--- src/hw/rtl/assert_macros.svh ---
// assertion helpers used by the rtl
`ifndef ASSERT_MACROS_SVH
`define ASSERT_MACROS_SVH

// property checked on every clock outside reset
`define SVS_ASSERT(name, clk, rst_n, prop, msg) \
	name: assert property (@(posedge clk) disable iff (!rst_n) (prop)) else $error(msg);

// antecedent implies consequent in the next clock, outside reset
`define SVS_ASSERT_NEXT(name, clk, rst_n, ante, cons, msg) \
	name: assert property (@(posedge clk) disable iff (!rst_n) (ante) |=> (cons)) else $error(msg);

`endif

--- src/hw/rtl/svs_pkg.sv ---
package svs_pkg;

	typedef enum logic {
		REQ_ASSIGN = 1'b0,
		REQ_READ   = 1'b1
	} req_kind_t;

	typedef enum logic [1:0] {
		ST_IDLE,
		ST_SCAN,
		ST_FINISH
	} state_t;

	// flags carried along the scan chain
	typedef struct packed {
		logic hit;
		logic have_free;
	} scan_flags_t;

	// slot update broadcast to all cells
	typedef struct packed {
		logic en;
		logic keep;
	} slot_cmd_t;

endpackage

--- src/hw/rtl/svs_cell.sv ---
module svs_cell #(
	parameter int INDEX_BITS = 16,
	parameter int VALUE_BITS = 32,
	parameter int SLOT_W     = 4,
	parameter int SLOT_ID    = 0
) (
	input  logic                      clk,
	input  logic                      arst_n,
	input  logic                      tok_valid_in,
	input  logic [INDEX_BITS-1:0]     tok_pos_in,
	input  svs_pkg::scan_flags_t      tok_flags_in,
	input  logic [SLOT_W-1:0]         tok_hit_slot_in,
	input  logic [SLOT_W-1:0]         tok_free_slot_in,
	input  logic [VALUE_BITS-1:0]     tok_rd_in,
	output logic                      tok_valid_out,
	output logic [INDEX_BITS-1:0]     tok_pos_out,
	output svs_pkg::scan_flags_t      tok_flags_out,
	output logic [SLOT_W-1:0]         tok_hit_slot_out,
	output logic [SLOT_W-1:0]         tok_free_slot_out,
	output logic [VALUE_BITS-1:0]     tok_rd_out,
	input  svs_pkg::slot_cmd_t        wr_cmd,
	input  logic [SLOT_W-1:0]         wr_slot,
	input  logic [INDEX_BITS-1:0]     wr_pos,
	input  logic [VALUE_BITS-1:0]     wr_val
);

	localparam logic [SLOT_W-1:0] MY_SLOT = SLOT_W'(SLOT_ID);

	logic                  valid_q;
	logic [INDEX_BITS-1:0] pos_q;
	logic [VALUE_BITS-1:0] val_q;

	logic                  tok_valid_q;
	logic [INDEX_BITS-1:0] tok_pos_q;
	svs_pkg::scan_flags_t  tok_flags_q;
	logic [SLOT_W-1:0]     tok_hit_slot_q;
	logic [SLOT_W-1:0]     tok_free_slot_q;
	logic [VALUE_BITS-1:0] tok_rd_q;

	logic new_hit;
	logic new_free;
	logic wr_here;

	assign new_hit  = !tok_flags_in.hit && valid_q && (pos_q == tok_pos_in);
	assign new_free = !tok_flags_in.have_free && !valid_q;
	assign wr_here  = wr_cmd.en && (wr_slot == MY_SLOT);

	// slot storage
	always_ff @(posedge clk or negedge arst_n) begin
		if (!arst_n) begin
			valid_q <= 1'b0;
		end else if (wr_here) begin
			valid_q <= wr_cmd.keep;
		end
	end

	always_ff @(posedge clk) begin
		if (wr_here && wr_cmd.keep) begin
			pos_q <= wr_pos;
			val_q <= wr_val;
		end
	end

	// scan token stage
	always_ff @(posedge clk or negedge arst_n) begin
		if (!arst_n) begin
			tok_valid_q <= 1'b0;
		end else begin
			tok_valid_q <= tok_valid_in;
		end
	end

	always_ff @(posedge clk) begin
		tok_pos_q           <= tok_pos_in;
		tok_flags_q.hit       <= tok_flags_in.hit || new_hit;
		tok_flags_q.have_free <= tok_flags_in.have_free || new_free;
		tok_hit_slot_q      <= new_hit ? MY_SLOT : tok_hit_slot_in;
		tok_free_slot_q     <= new_free ? MY_SLOT : tok_free_slot_in;
		tok_rd_q            <= new_hit ? val_q : tok_rd_in;
	end

	assign tok_valid_out     = tok_valid_q;
	assign tok_pos_out       = tok_pos_q;
	assign tok_flags_out     = tok_flags_q;
	assign tok_hit_slot_out  = tok_hit_slot_q;
	assign tok_free_slot_out = tok_free_slot_q;
	assign tok_rd_out        = tok_rd_q;

endmodule

--- src/hw/rtl/sparse_vector_store.sv ---
// path: a request walks the chain of slot cells, is captured in the end registers, then is
// resolved into the output register; in_stall holds off a new request until the scan token,
// walking one slot cell per cycle along the chain, is through and the output register is free
// reset: arst_n clears all slot valid bits, length and entry count at once
// no clearing pass; the block accepts a request as soon as reset is released
`include "assert_macros.svh"

module sparse_vector_store #(
	parameter int CAPACITY   = 16,
	parameter int INDEX_BITS = 16,
	parameter int VALUE_BITS = 32
) (
	input  logic                                 clk,
	input  logic                                 arst_n,
	input  logic                                 in_valid,
	output logic                                 in_stall,
	input  logic                                 req_type,
	input  logic [INDEX_BITS-1:0]                position,
	input  logic signed [VALUE_BITS-1:0]         coefficient,
	output logic                                 out_valid,
	input  logic                                 out_stall,
	output logic signed [VALUE_BITS-1:0]         read_value,
	output logic                                 found,
	output logic                                 overflow,
	output logic [INDEX_BITS:0]                  vector_length,
	output logic [$clog2(CAPACITY+1)-1:0]        nonzero_count
);

	localparam int SLOT_W = (CAPACITY > 1) ? $clog2(CAPACITY) : 1;
	localparam int CNT_W  = $clog2(CAPACITY + 1);

	svs_pkg::state_t state_q, state_d;

	logic                  tok_valid     [0:CAPACITY];
	logic [INDEX_BITS-1:0] tok_pos       [0:CAPACITY];
	svs_pkg::scan_flags_t  tok_flags     [0:CAPACITY];
	logic [SLOT_W-1:0]     tok_hit_slot  [0:CAPACITY];
	logic [SLOT_W-1:0]     tok_free_slot [0:CAPACITY];
	logic [VALUE_BITS-1:0] tok_rd        [0:CAPACITY];

	svs_pkg::req_kind_t    req_kind_q;
	logic [VALUE_BITS-1:0] coef_q;

	logic [INDEX_BITS-1:0] end_pos_q;
	svs_pkg::scan_flags_t  end_flags_q;
	logic [SLOT_W-1:0]     end_hit_slot_q;
	logic [SLOT_W-1:0]     end_free_slot_q;
	logic [VALUE_BITS-1:0] end_rd_q;

	logic [INDEX_BITS:0] len_q, len_d;
	logic [CNT_W-1:0]    cnt_q, cnt_d;

	logic                  out_valid_q;
	logic [VALUE_BITS-1:0] out_rd_q;
	logic                  out_found_q;
	logic                  out_ovf_q;
	logic [INDEX_BITS:0]   out_len_q;
	logic [CNT_W-1:0]      out_cnt_q;

	logic                  in_accept;
	logic                  fire;
	logic                  is_read;
	logic                  coef_nz;
	logic                  ovf_d;
	svs_pkg::slot_cmd_t    wr_cmd;
	logic [SLOT_W-1:0]     wr_slot;

	assign in_accept = in_valid && !in_stall;

	// scan chain head
	assign tok_valid[0]     = in_accept;
	assign tok_pos[0]       = position;
	assign tok_flags[0]     = '0;
	assign tok_hit_slot[0]  = '0;
	assign tok_free_slot[0] = '0;
	assign tok_rd[0]        = '0;

	for (genvar k = 0; k < CAPACITY; k++) begin : g_cell
		svs_cell #(
			.INDEX_BITS (INDEX_BITS),
			.VALUE_BITS (VALUE_BITS),
			.SLOT_W     (SLOT_W),
			.SLOT_ID    (k)
		) u_cell (
			.clk               (clk),
			.arst_n            (arst_n),
			.tok_valid_in      (tok_valid[k]),
			.tok_pos_in        (tok_pos[k]),
			.tok_flags_in      (tok_flags[k]),
			.tok_hit_slot_in   (tok_hit_slot[k]),
			.tok_free_slot_in  (tok_free_slot[k]),
			.tok_rd_in         (tok_rd[k]),
			.tok_valid_out     (tok_valid[k+1]),
			.tok_pos_out       (tok_pos[k+1]),
			.tok_flags_out     (tok_flags[k+1]),
			.tok_hit_slot_out  (tok_hit_slot[k+1]),
			.tok_free_slot_out (tok_free_slot[k+1]),
			.tok_rd_out        (tok_rd[k+1]),
			.wr_cmd            (wr_cmd),
			.wr_slot           (wr_slot),
			.wr_pos            (end_pos_q),
			.wr_val            (coef_q)
		);
	end

	// next state
	always_comb begin
		state_d = state_q;
		case (state_q)
			svs_pkg::ST_IDLE: begin
				if (in_accept) begin
					state_d = svs_pkg::ST_SCAN;
				end
			end
			svs_pkg::ST_SCAN: begin
				if (tok_valid[CAPACITY]) begin
					state_d = svs_pkg::ST_FINISH;
				end
			end
			svs_pkg::ST_FINISH: begin
				if (!out_valid_q || !out_stall) begin
					state_d = svs_pkg::ST_IDLE;
				end
			end
			default: state_d = svs_pkg::ST_IDLE;
		endcase
	end

	// state outputs
	always_comb begin
		in_stall = 1'b1;
		fire     = 1'b0;
		case (state_q)
			svs_pkg::ST_IDLE:   in_stall = 1'b0;
			svs_pkg::ST_SCAN:   in_stall = 1'b1;
			svs_pkg::ST_FINISH: fire = !out_valid_q || !out_stall;
			default:            in_stall = 1'b1;
		endcase
	end

	always_ff @(posedge clk or negedge arst_n) begin
		if (!arst_n) begin
			state_q <= svs_pkg::ST_IDLE;
		end else begin
			state_q <= state_d;
		end
	end

	always_ff @(posedge clk) begin
		if (in_accept) begin
			req_kind_q <= svs_pkg::req_kind_t'(req_type);
			coef_q     <= coefficient;
		end
		if (tok_valid[CAPACITY]) begin
			end_pos_q       <= tok_pos[CAPACITY];
			end_flags_q     <= tok_flags[CAPACITY];
			end_hit_slot_q  <= tok_hit_slot[CAPACITY];
			end_free_slot_q <= tok_free_slot[CAPACITY];
			end_rd_q        <= tok_rd[CAPACITY];
		end
	end

	// request resolution
	assign is_read = (req_kind_q == svs_pkg::REQ_READ);
	assign coef_nz = (coef_q != '0);

	always_comb begin
		wr_cmd  = '0;
		wr_slot = end_hit_slot_q;
		len_d   = len_q;
		cnt_d   = cnt_q;
		ovf_d   = 1'b0;
		if (fire && !is_read) begin
			if (end_flags_q.hit) begin
				wr_cmd.en   = 1'b1;
				wr_cmd.keep = coef_nz;
				if (!coef_nz) begin
					cnt_d = cnt_q - CNT_W'(1);
				end
			end else if (coef_nz) begin
				if (end_flags_q.have_free) begin
					wr_cmd.en   = 1'b1;
					wr_cmd.keep = 1'b1;
					wr_slot     = end_free_slot_q;
					cnt_d       = cnt_q + CNT_W'(1);
					if ({1'b0, end_pos_q} >= len_q) begin
						len_d = {1'b0, end_pos_q} + (INDEX_BITS+1)'(1);
					end
				end else begin
					ovf_d = 1'b1;
				end
			end
		end
	end

	always_ff @(posedge clk or negedge arst_n) begin
		if (!arst_n) begin
			len_q <= '0;
			cnt_q <= '0;
		end else if (fire) begin
			len_q <= len_d;
			cnt_q <= cnt_d;
		end
	end

	// output register
	always_ff @(posedge clk or negedge arst_n) begin
		if (!arst_n) begin
			out_valid_q <= 1'b0;
		end else if (fire) begin
			out_valid_q <= 1'b1;
		end else if (!out_stall) begin
			out_valid_q <= 1'b0;
		end
	end

	always_ff @(posedge clk) begin
		if (fire) begin
			out_rd_q    <= (is_read && end_flags_q.hit) ? end_rd_q : '0;
			out_found_q <= end_flags_q.hit;
			out_ovf_q   <= ovf_d;
			out_len_q   <= len_d;
			out_cnt_q   <= cnt_d;
		end
	end

	assign out_valid     = out_valid_q;
	assign read_value    = out_rd_q;
	assign found         = out_found_q;
	assign overflow      = out_ovf_q;
	assign vector_length = out_len_q;
	assign nonzero_count = out_cnt_q;

	`SVS_ASSERT(a_end_tok_in_scan, clk, arst_n, !tok_valid[CAPACITY] || (state_q == svs_pkg::ST_SCAN), "scan token left chain outside scan")
	`SVS_ASSERT(a_cnt_bound, clk, arst_n, cnt_q <= CNT_W'(CAPACITY), "entry count above capacity")
	`SVS_ASSERT(a_cnt_moves_on_fire, clk, arst_n, $stable(cnt_q) || $past(fire), "entry count changed without a request")
	`SVS_ASSERT(a_ovf_full, clk, arst_n, !(out_valid_q && out_ovf_q) || (out_cnt_q == CNT_W'(CAPACITY)), "overflow reported with free slots")
	`SVS_ASSERT_NEXT(a_fire_out, clk, arst_n, fire, out_valid_q, "resolved request produced no result")

endmodule

--- config.mk ---
export PLATFORM = sky130hd
export DESIGN_NAME = sparse_vector_store
export DESIGN_NICKNAME = d
export VERILOG_FILES = /design/src/hw/rtl/svs_pkg.sv /design/src/hw/rtl/svs_cell.sv /design/src/hw/rtl/sparse_vector_store.sv
export VERILOG_INCLUDE_DIRS = /design/src /design/src/hw/rtl
export SDC_FILE = /design/constraint.sdc
export NUM_CORES = 2
export LEC_CHECK = 0
export BUFFER_PORTS_ARGS = -buffer_cell sky130_fd_sc_hd__buf_2
export CORE_ASPECT_RATIO = 1.2
export CORE_MARGIN = 1
export CORE_UTILIZATION = 49
export CTS_BUF_LIST = sky130_fd_sc_hd__clkbuf_4 sky130_fd_sc_hd__clkbuf_8 sky130_fd_sc_hd__clkbuf_16
export DETAILED_ROUTE_END_ITERATION = 7
export GPL_TIMING_DRIVEN = 0
export PLACE_DENSITY_LB_ADDON = 0.12
export SLEW_MARGIN = 20
export SYNTH_ARGS = -nofsm -noshare
export SYNTH_HDL_FRONTEND = slang
export SYNTH_SLANG_ARGS = --single-unit
--- constraint.sdc ---
create_clock -name clk -period 8.25 [get_ports clk]
set_clock_uncertainty 0.1 [all_clocks]
set_input_delay 1.65 -clock clk [delete_from_list [all_inputs] [get_ports clk]]
set_output_delay 1.65 -clock clk [all_outputs]
set_load 0.02 [all_outputs]
# After elaboration in Yosys (flattened, before gate mapping)
# Index checks and enable logic that the tools add are counted.
# totals
inputBits,53
wordCells,426
regBits,1870
# op_classes
n_mux,42
magnitude_cmp,1
eq_ne,37
bitwise,2
add_sub_neg,3
reduce_logical,166
# op_table
operator,count
32-bit two-way mux,15
16-bit == test,16
17-bit two-way mux,5
1-bit logical AND,81
1-bit zero test,49
4-bit == test (second input constant),8
32-bit nonzero test,1
1-bit logical OR,31
5-bit two-way mux,5
16-bit by 1-bit adder with 17-bit output (second input constant),1
16-bit by 17-bit >= comparator with 1-bit output,1
4-bit by 3-bit == test with 1-bit output (second input constant),4
4-bit two-way mux,4
2-bit two-way mux,7
4-bit by 2-bit == test with 1-bit output (second input constant),2
2-bit by 1-bit != test with 1-bit output (second input constant),3
2-bit case mux with 3 select lines,1
5-bit by 1-bit adder with 5-bit output (second input constant),1
1-bit two-way mux,5
5-bit by 1-bit subtractor with 5-bit output (second input constant),1
4-bit by 1-bit == test with 1-bit output (second input constant),1
4-bit zero test,1
3-bit AND reduction,1
3-bit OR reduction,1
other kinds (5),6

# Depth between registers and ports, before layout
# logic_depth
ltp_word,8
ltp_mapped,9

# By module
# A second synthesis with hierarchy kept.
# hier_totals
hier_cells,3303
hier_area_um2,61781.8
# modules_own_cells
module,area_per_inst_um2,instances,cells_each
svs_cell (g_cell[10].u_cell ...),3437.0,4,180
svs_cell (g_cell[15].u_cell ...),3433.3,3,180
svs_cell (g_cell[4].u_cell ...),3435.8,2,181
svs_cell (g_cell[11].u_cell ...),3434.5,2,181
svs_cell (g_cell[13].u_cell ...),3434.5,2,180
svs_cell (g_cell[12].u_cell ...),3432.0,2,181
sparse_vector_store,6829.0,1,417
svs_cell (g_cell[0].u_cell),3430.8,1,180

# Least setup slack after synthesis
# OpenSTA, ideal clock, no wires.
# synth_timing
kind,input-to-reg
from,input port out_stall
to,register g_cell[4].u_cell.pos_q[0] (enable)
required_time_ns,7.637
path_buffers,0
arrival_time_ns,6.166
slack_ns,1.471
setup_time_ns,0.513
path_stages,6
cell_sequence,nand2_1 nor4b_4 o211ai_2 or3b_4 a21bo_2 nor3_1
# synth_via
elab_chain_cells,8
elab_cells_between_ends,9
# synth_lines
element,line_no,source
start: declaration,sparse_vector_store.sv:21,"input logic out_stall,"
1-bit zero test *,--,
1-bit logical OR *,sparse_vector_store.sv:136,svs_pkg::ST_FINISH: fire = !out_valid_q || !out_stall;
1-bit two-way mux *,sparse_vector_store.sv:133,case (state_q)
1-bit logical AND *,sparse_vector_store.sv:173,if (fire && !is_read) begin
4-bit two-way mux,sparse_vector_store.sv:173,
4-bit by 3-bit == test with 1-bit output,svs_cell.sv:46,assign wr_here = wr_cmd.en && (wr_slot == MY_SLOT);
1-bit logical AND,svs_cell.sv:46,
1-bit logical AND *,svs_cell.sv:58,if (wr_here && wr_cmd.keep) begin
end signal: assignment,svs_cell.sv:59,pos_q <= wr_pos;
end: declaration,svs_cell.sv:30,logic [INDEX_BITS-1:0] pos_q;
# Every way passes the cells marked *; elsewhere a longest branch is shown, timed or not.
# A chain may end at the register's enable or synchronous reset.

# Worst setup path in the final report
# layout_timing
from,register coef_q[3]
to,register g_cell[10].u_cell.val_q[13] (enable)
# layout_via
elab_chain_cells,7
elab_cells_between_ends,10
# layout_lines
element,line_no,source
start: declaration,sparse_vector_store.sv:42,logic [VALUE_BITS-1:0] coef_q;
start signal: assignment,sparse_vector_store.sv:152,coef_q <= coefficient;
32-bit nonzero test *,sparse_vector_store.sv:165,assign coef_nz = (coef_q != '0);
4-bit two-way mux,sparse_vector_store.sv:180,end else if (coef_nz) begin
4-bit two-way mux,sparse_vector_store.sv:174,if (end_flags_q.hit) begin
4-bit two-way mux,sparse_vector_store.sv:173,
4-bit == test,svs_cell.sv:46,
1-bit logical AND,svs_cell.sv:46,
1-bit logical AND *,svs_cell.sv:58,
end signal: assignment,svs_cell.sv:60,val_q <= wr_val;
end: declaration,svs_cell.sv:31,logic [VALUE_BITS-1:0] val_q;
# Marked as above.

==> reports/metrics.csv <==
metric,value,unit
outcome,completed,
HPWL Detailed,77300,µm
Core Region,120000,µm²
io pins,111,
grt ovf,0,
first drt pass iteration count,7,
Final Hold Fails,0,
Hold Slack,244,ps
ys async rst share,0.0305,
CP startpoint kind,flip-flop,
area of the multi-input gates,11800,µm²
Die W,319,µm
CTS Buffer Depth,3,
Total Wirelength,111000,µm
Initial DRC Count,1361,
Leak Pwr,25.9,nW
GPL Wtd Cong,0.825,
"leading cell type in the layout, fill and taps excluded",edfxtp_1,
fin util,0.574,
post-CTS setup buffers,0,
"Largest stage delay, worst path",840,ps
Mapped Area,59100,µm²
sequential cell area,46900,µm²
Buffers on Ports,110,
share of cells above drive strength 1,0.310,
"Cell Chain, Critical Path","nor4_1, nand4_1, o211ai_2, buf_2, mux2i_1, nand2_1, nor3_2, buf_4, buf_4, buf_4",
# hold bufs at CTS,0,
Worst slew margin,0.249,
Post-synth EDFFs,915,
most used cell along the critical path,buf_4,
Total Routing Usage GR,0.186,
CTS Sinks,1870,
synth warn,0,
Syn Inst Count,3251,
Layout Cells excl Fill,5337,
post-synth top area share,0.465,
RSZ-0062 raised after global routing,no,
Pwr per Cell Area,264,nW/µm²
number of global-route vias before repair,29800,
critical path endpoint category,flip-flop,
CTS tree,built,
vias after detailed routing,26800,
Synth area leaders,"edfxtp_1 46%, dfxtp_1 30%, mux2_2 8.9%, dfrtp_1 2.4%, xnor2_1 2.3%",
pre-CTS WS,2290,ps
Layout Nets,3708,
CTS Buf Count,172,
H-Tree Depth,4,
Critical Path Fanout Max,17,
WP data required,8630,ps
cell taking the most area after synthesis,edfxtp_1,
synthesized flop and latch total,1870,
actual slew at the worst max-slew pin,1130,ps
sequential fraction of the synthesis area,0.793,
# Max-Cap Violations,0,
DRC,0,
Tot Pwr,18.1,mW
antenna-violating nets left,0,
P&R area growth vs syn,16.2,%
number of diodes,0,
HP Class,reg -> reg,
Chip Height,383,µm
Peak supply drop,0.265,mV
post-cts resize count,0,
vias per inst,5.02,
WL/cell,20.8,µm
Syn Area/Cell,18.2,µm²
Yosys cell types,60,
die area,122000,µm²
main flop type after synthesis,edfxtp_1,
Mapped Nets,3323,
first-pass GRT wire length,172000,µm
worst skew pair latency,790,ps
initial antenna violation count,2,
# rows,139,
final worst setup slack,2370,ps
Starting Density,0.494,
Final min period,5880,ps
filler cell count,9061,
largest net degree at the start of global routing,48,
Max Slew Vio Count,0,
maximum clock rate,170,MHz
slowest cell on the critical path,o211ai_2,
clk slew on worst S/H paths,60,ps
Final period util,0.713,
root buffer cell,clkbuf_16,
most frequent cells in the layout,"915 x edfxtp_1, 898 x dfxtp_1, 469 x mux2_2, 181 x clkbuf_16, 155 x xnor2_1",
Inst Count DP,5011,
CP Data Arrival Time,6260,ps
Crit Path Class,reg -> reg,
final setup violation count,0,
[metrics by stage]
stage / cell area, µm² / setup TNS (ps)
after floorplan: 59100 / 0
after global placement: 61600 / -1331400
after detailed placement: 62600 / 0
after CTS: 68700 / 0
after global routing: 68700 / 0
final: 68700 / 0
[routing by layer]
| metal | track usage | part of all wire | up-vias |
|---|---|---|---|
| met1 | 0.208 | 0.39 | 13600 |
| met3 | 0.0357 | 0.033 | 193 |
| met5 | 0 | 0 | - |
| met2 | 0.353 | 0.55 | 416 |
| li1 | - | - | 12600 |
| met4 | 0.0567 | 0.022 | 0 |
[where the power goes]
group | internal, mW | switching (mW)
sequential | 9.75 | 0.0689
combinational | 0.0594 | 0.0590
clock | 4.83 | 3.36
[cell families after synthesis]
group                      count (synthesis)  share of synthesized area
AOI/OAI and AO/OA                         65                    0.00842
xor gates and xnor gates                 278                     0.0412
adders and majority gates                 19                    0.00402
buffers and inverters                     87                    0.00940
DFF                                     1870                      0.793
muxes                                    519                     0.0988
and+or+nand+nor                          413                     0.0452
[flip-flops by register name, summed over array words and instances, names as in the netlist, 2 cells and up]
signal	flops
read_value	32
len_q	17
g_cell.u_cell.tok_valid_out	16
nonzero_count	5
end_pos_q	16
g_cell.u_cell.tok_hit_slot_out	49
vector_length	17
state_q	2
cnt_q	5
g_cell.u_cell.pos_q	256
g_cell.u_cell.tok_free_slot_out	49
g_cell.u_cell.tok_rd_out	512
g_cell.u_cell.valid_q	16
end_hit_slot_q	4
end_rd_q	32
end_free_slot_q	4
g_cell.u_cell.tok_flags_out	32
end_flags_q	2
g_cell.u_cell.tok_pos_out	256
coef_q	32
g_cell.u_cell.val_q	512
[synth_stat cells (21+ instances only)]
| cell | instances |
|---|---|
| and3_1 | 39 |
| mux2i_1 | 31 |
| or2_2 | 74 |
| nor2b_1 | 39 |
| mux2_2 | 469 |
| nand2_1 | 24 |
| dfxtp_1 | 898 |
| nor2_1 | 27 |
| inv_1 | 22 |
| dfrtp_1 | 57 |
| edfxtp_1 | 915 |
| buf_6 | 21 |
| and2_1 | 36 |
| nand4_1 | 30 |
| nand2b_1 | 22 |
| nor3_1 | 23 |
| xnor2_1 | 155 |
| nor4_1 | 34 |
| nand3_1 | 23 |
| xor2_1 | 123 |
[path summary, 6_finish.rpt]
| path | startpoint | endpoint | slack [ps] | depth (start not counted) |
|---|---|---|---|---|
| min reg2reg | g_cell[10].u_cell.tok_pos_out[5] | g_cell[11].u_cell.tok_pos_out[5] | 240 | 0 |
| min | g_cell[10].u_cell.tok_pos_out[5] | g_cell[11].u_cell.tok_pos_out[5] | 240 | 0 |
| max | coef_q[3] | g_cell[10].u_cell.val_q[13] | 2370 | 10 |
| min in group asynchronous | arst_n | len_q[2] | 610 | 1 |
| max in group asynchronous | arst_n | g_cell[15].u_cell.tok_valid_out | 6820 | 2 |
| max reg2reg | coef_q[3] | g_cell[10].u_cell.val_q[13] | 2370 | 10 |
[critical path, delay by kind of cell, from the launching register on]
family	cells	cell delay, ps
AOI/OAI and AO/OA	1	840
buffers and inverters	4	1260
DFF	1	750
and+or+nand+nor	4	2320
muxes	1	250
[area by class of cell]
type                    count  area share
multi-input cells        1294       0.172
well taps                1551      0.0282
clock buffers             256      0.0766
clock inverters            68      0.0113
repair buffers            211      0.0220
inverters                  22     0.00120
plain buffers              65     0.00688
flip-flops and latches   1870       0.682
Note: power is estimated with default switching activity, not from simulation.
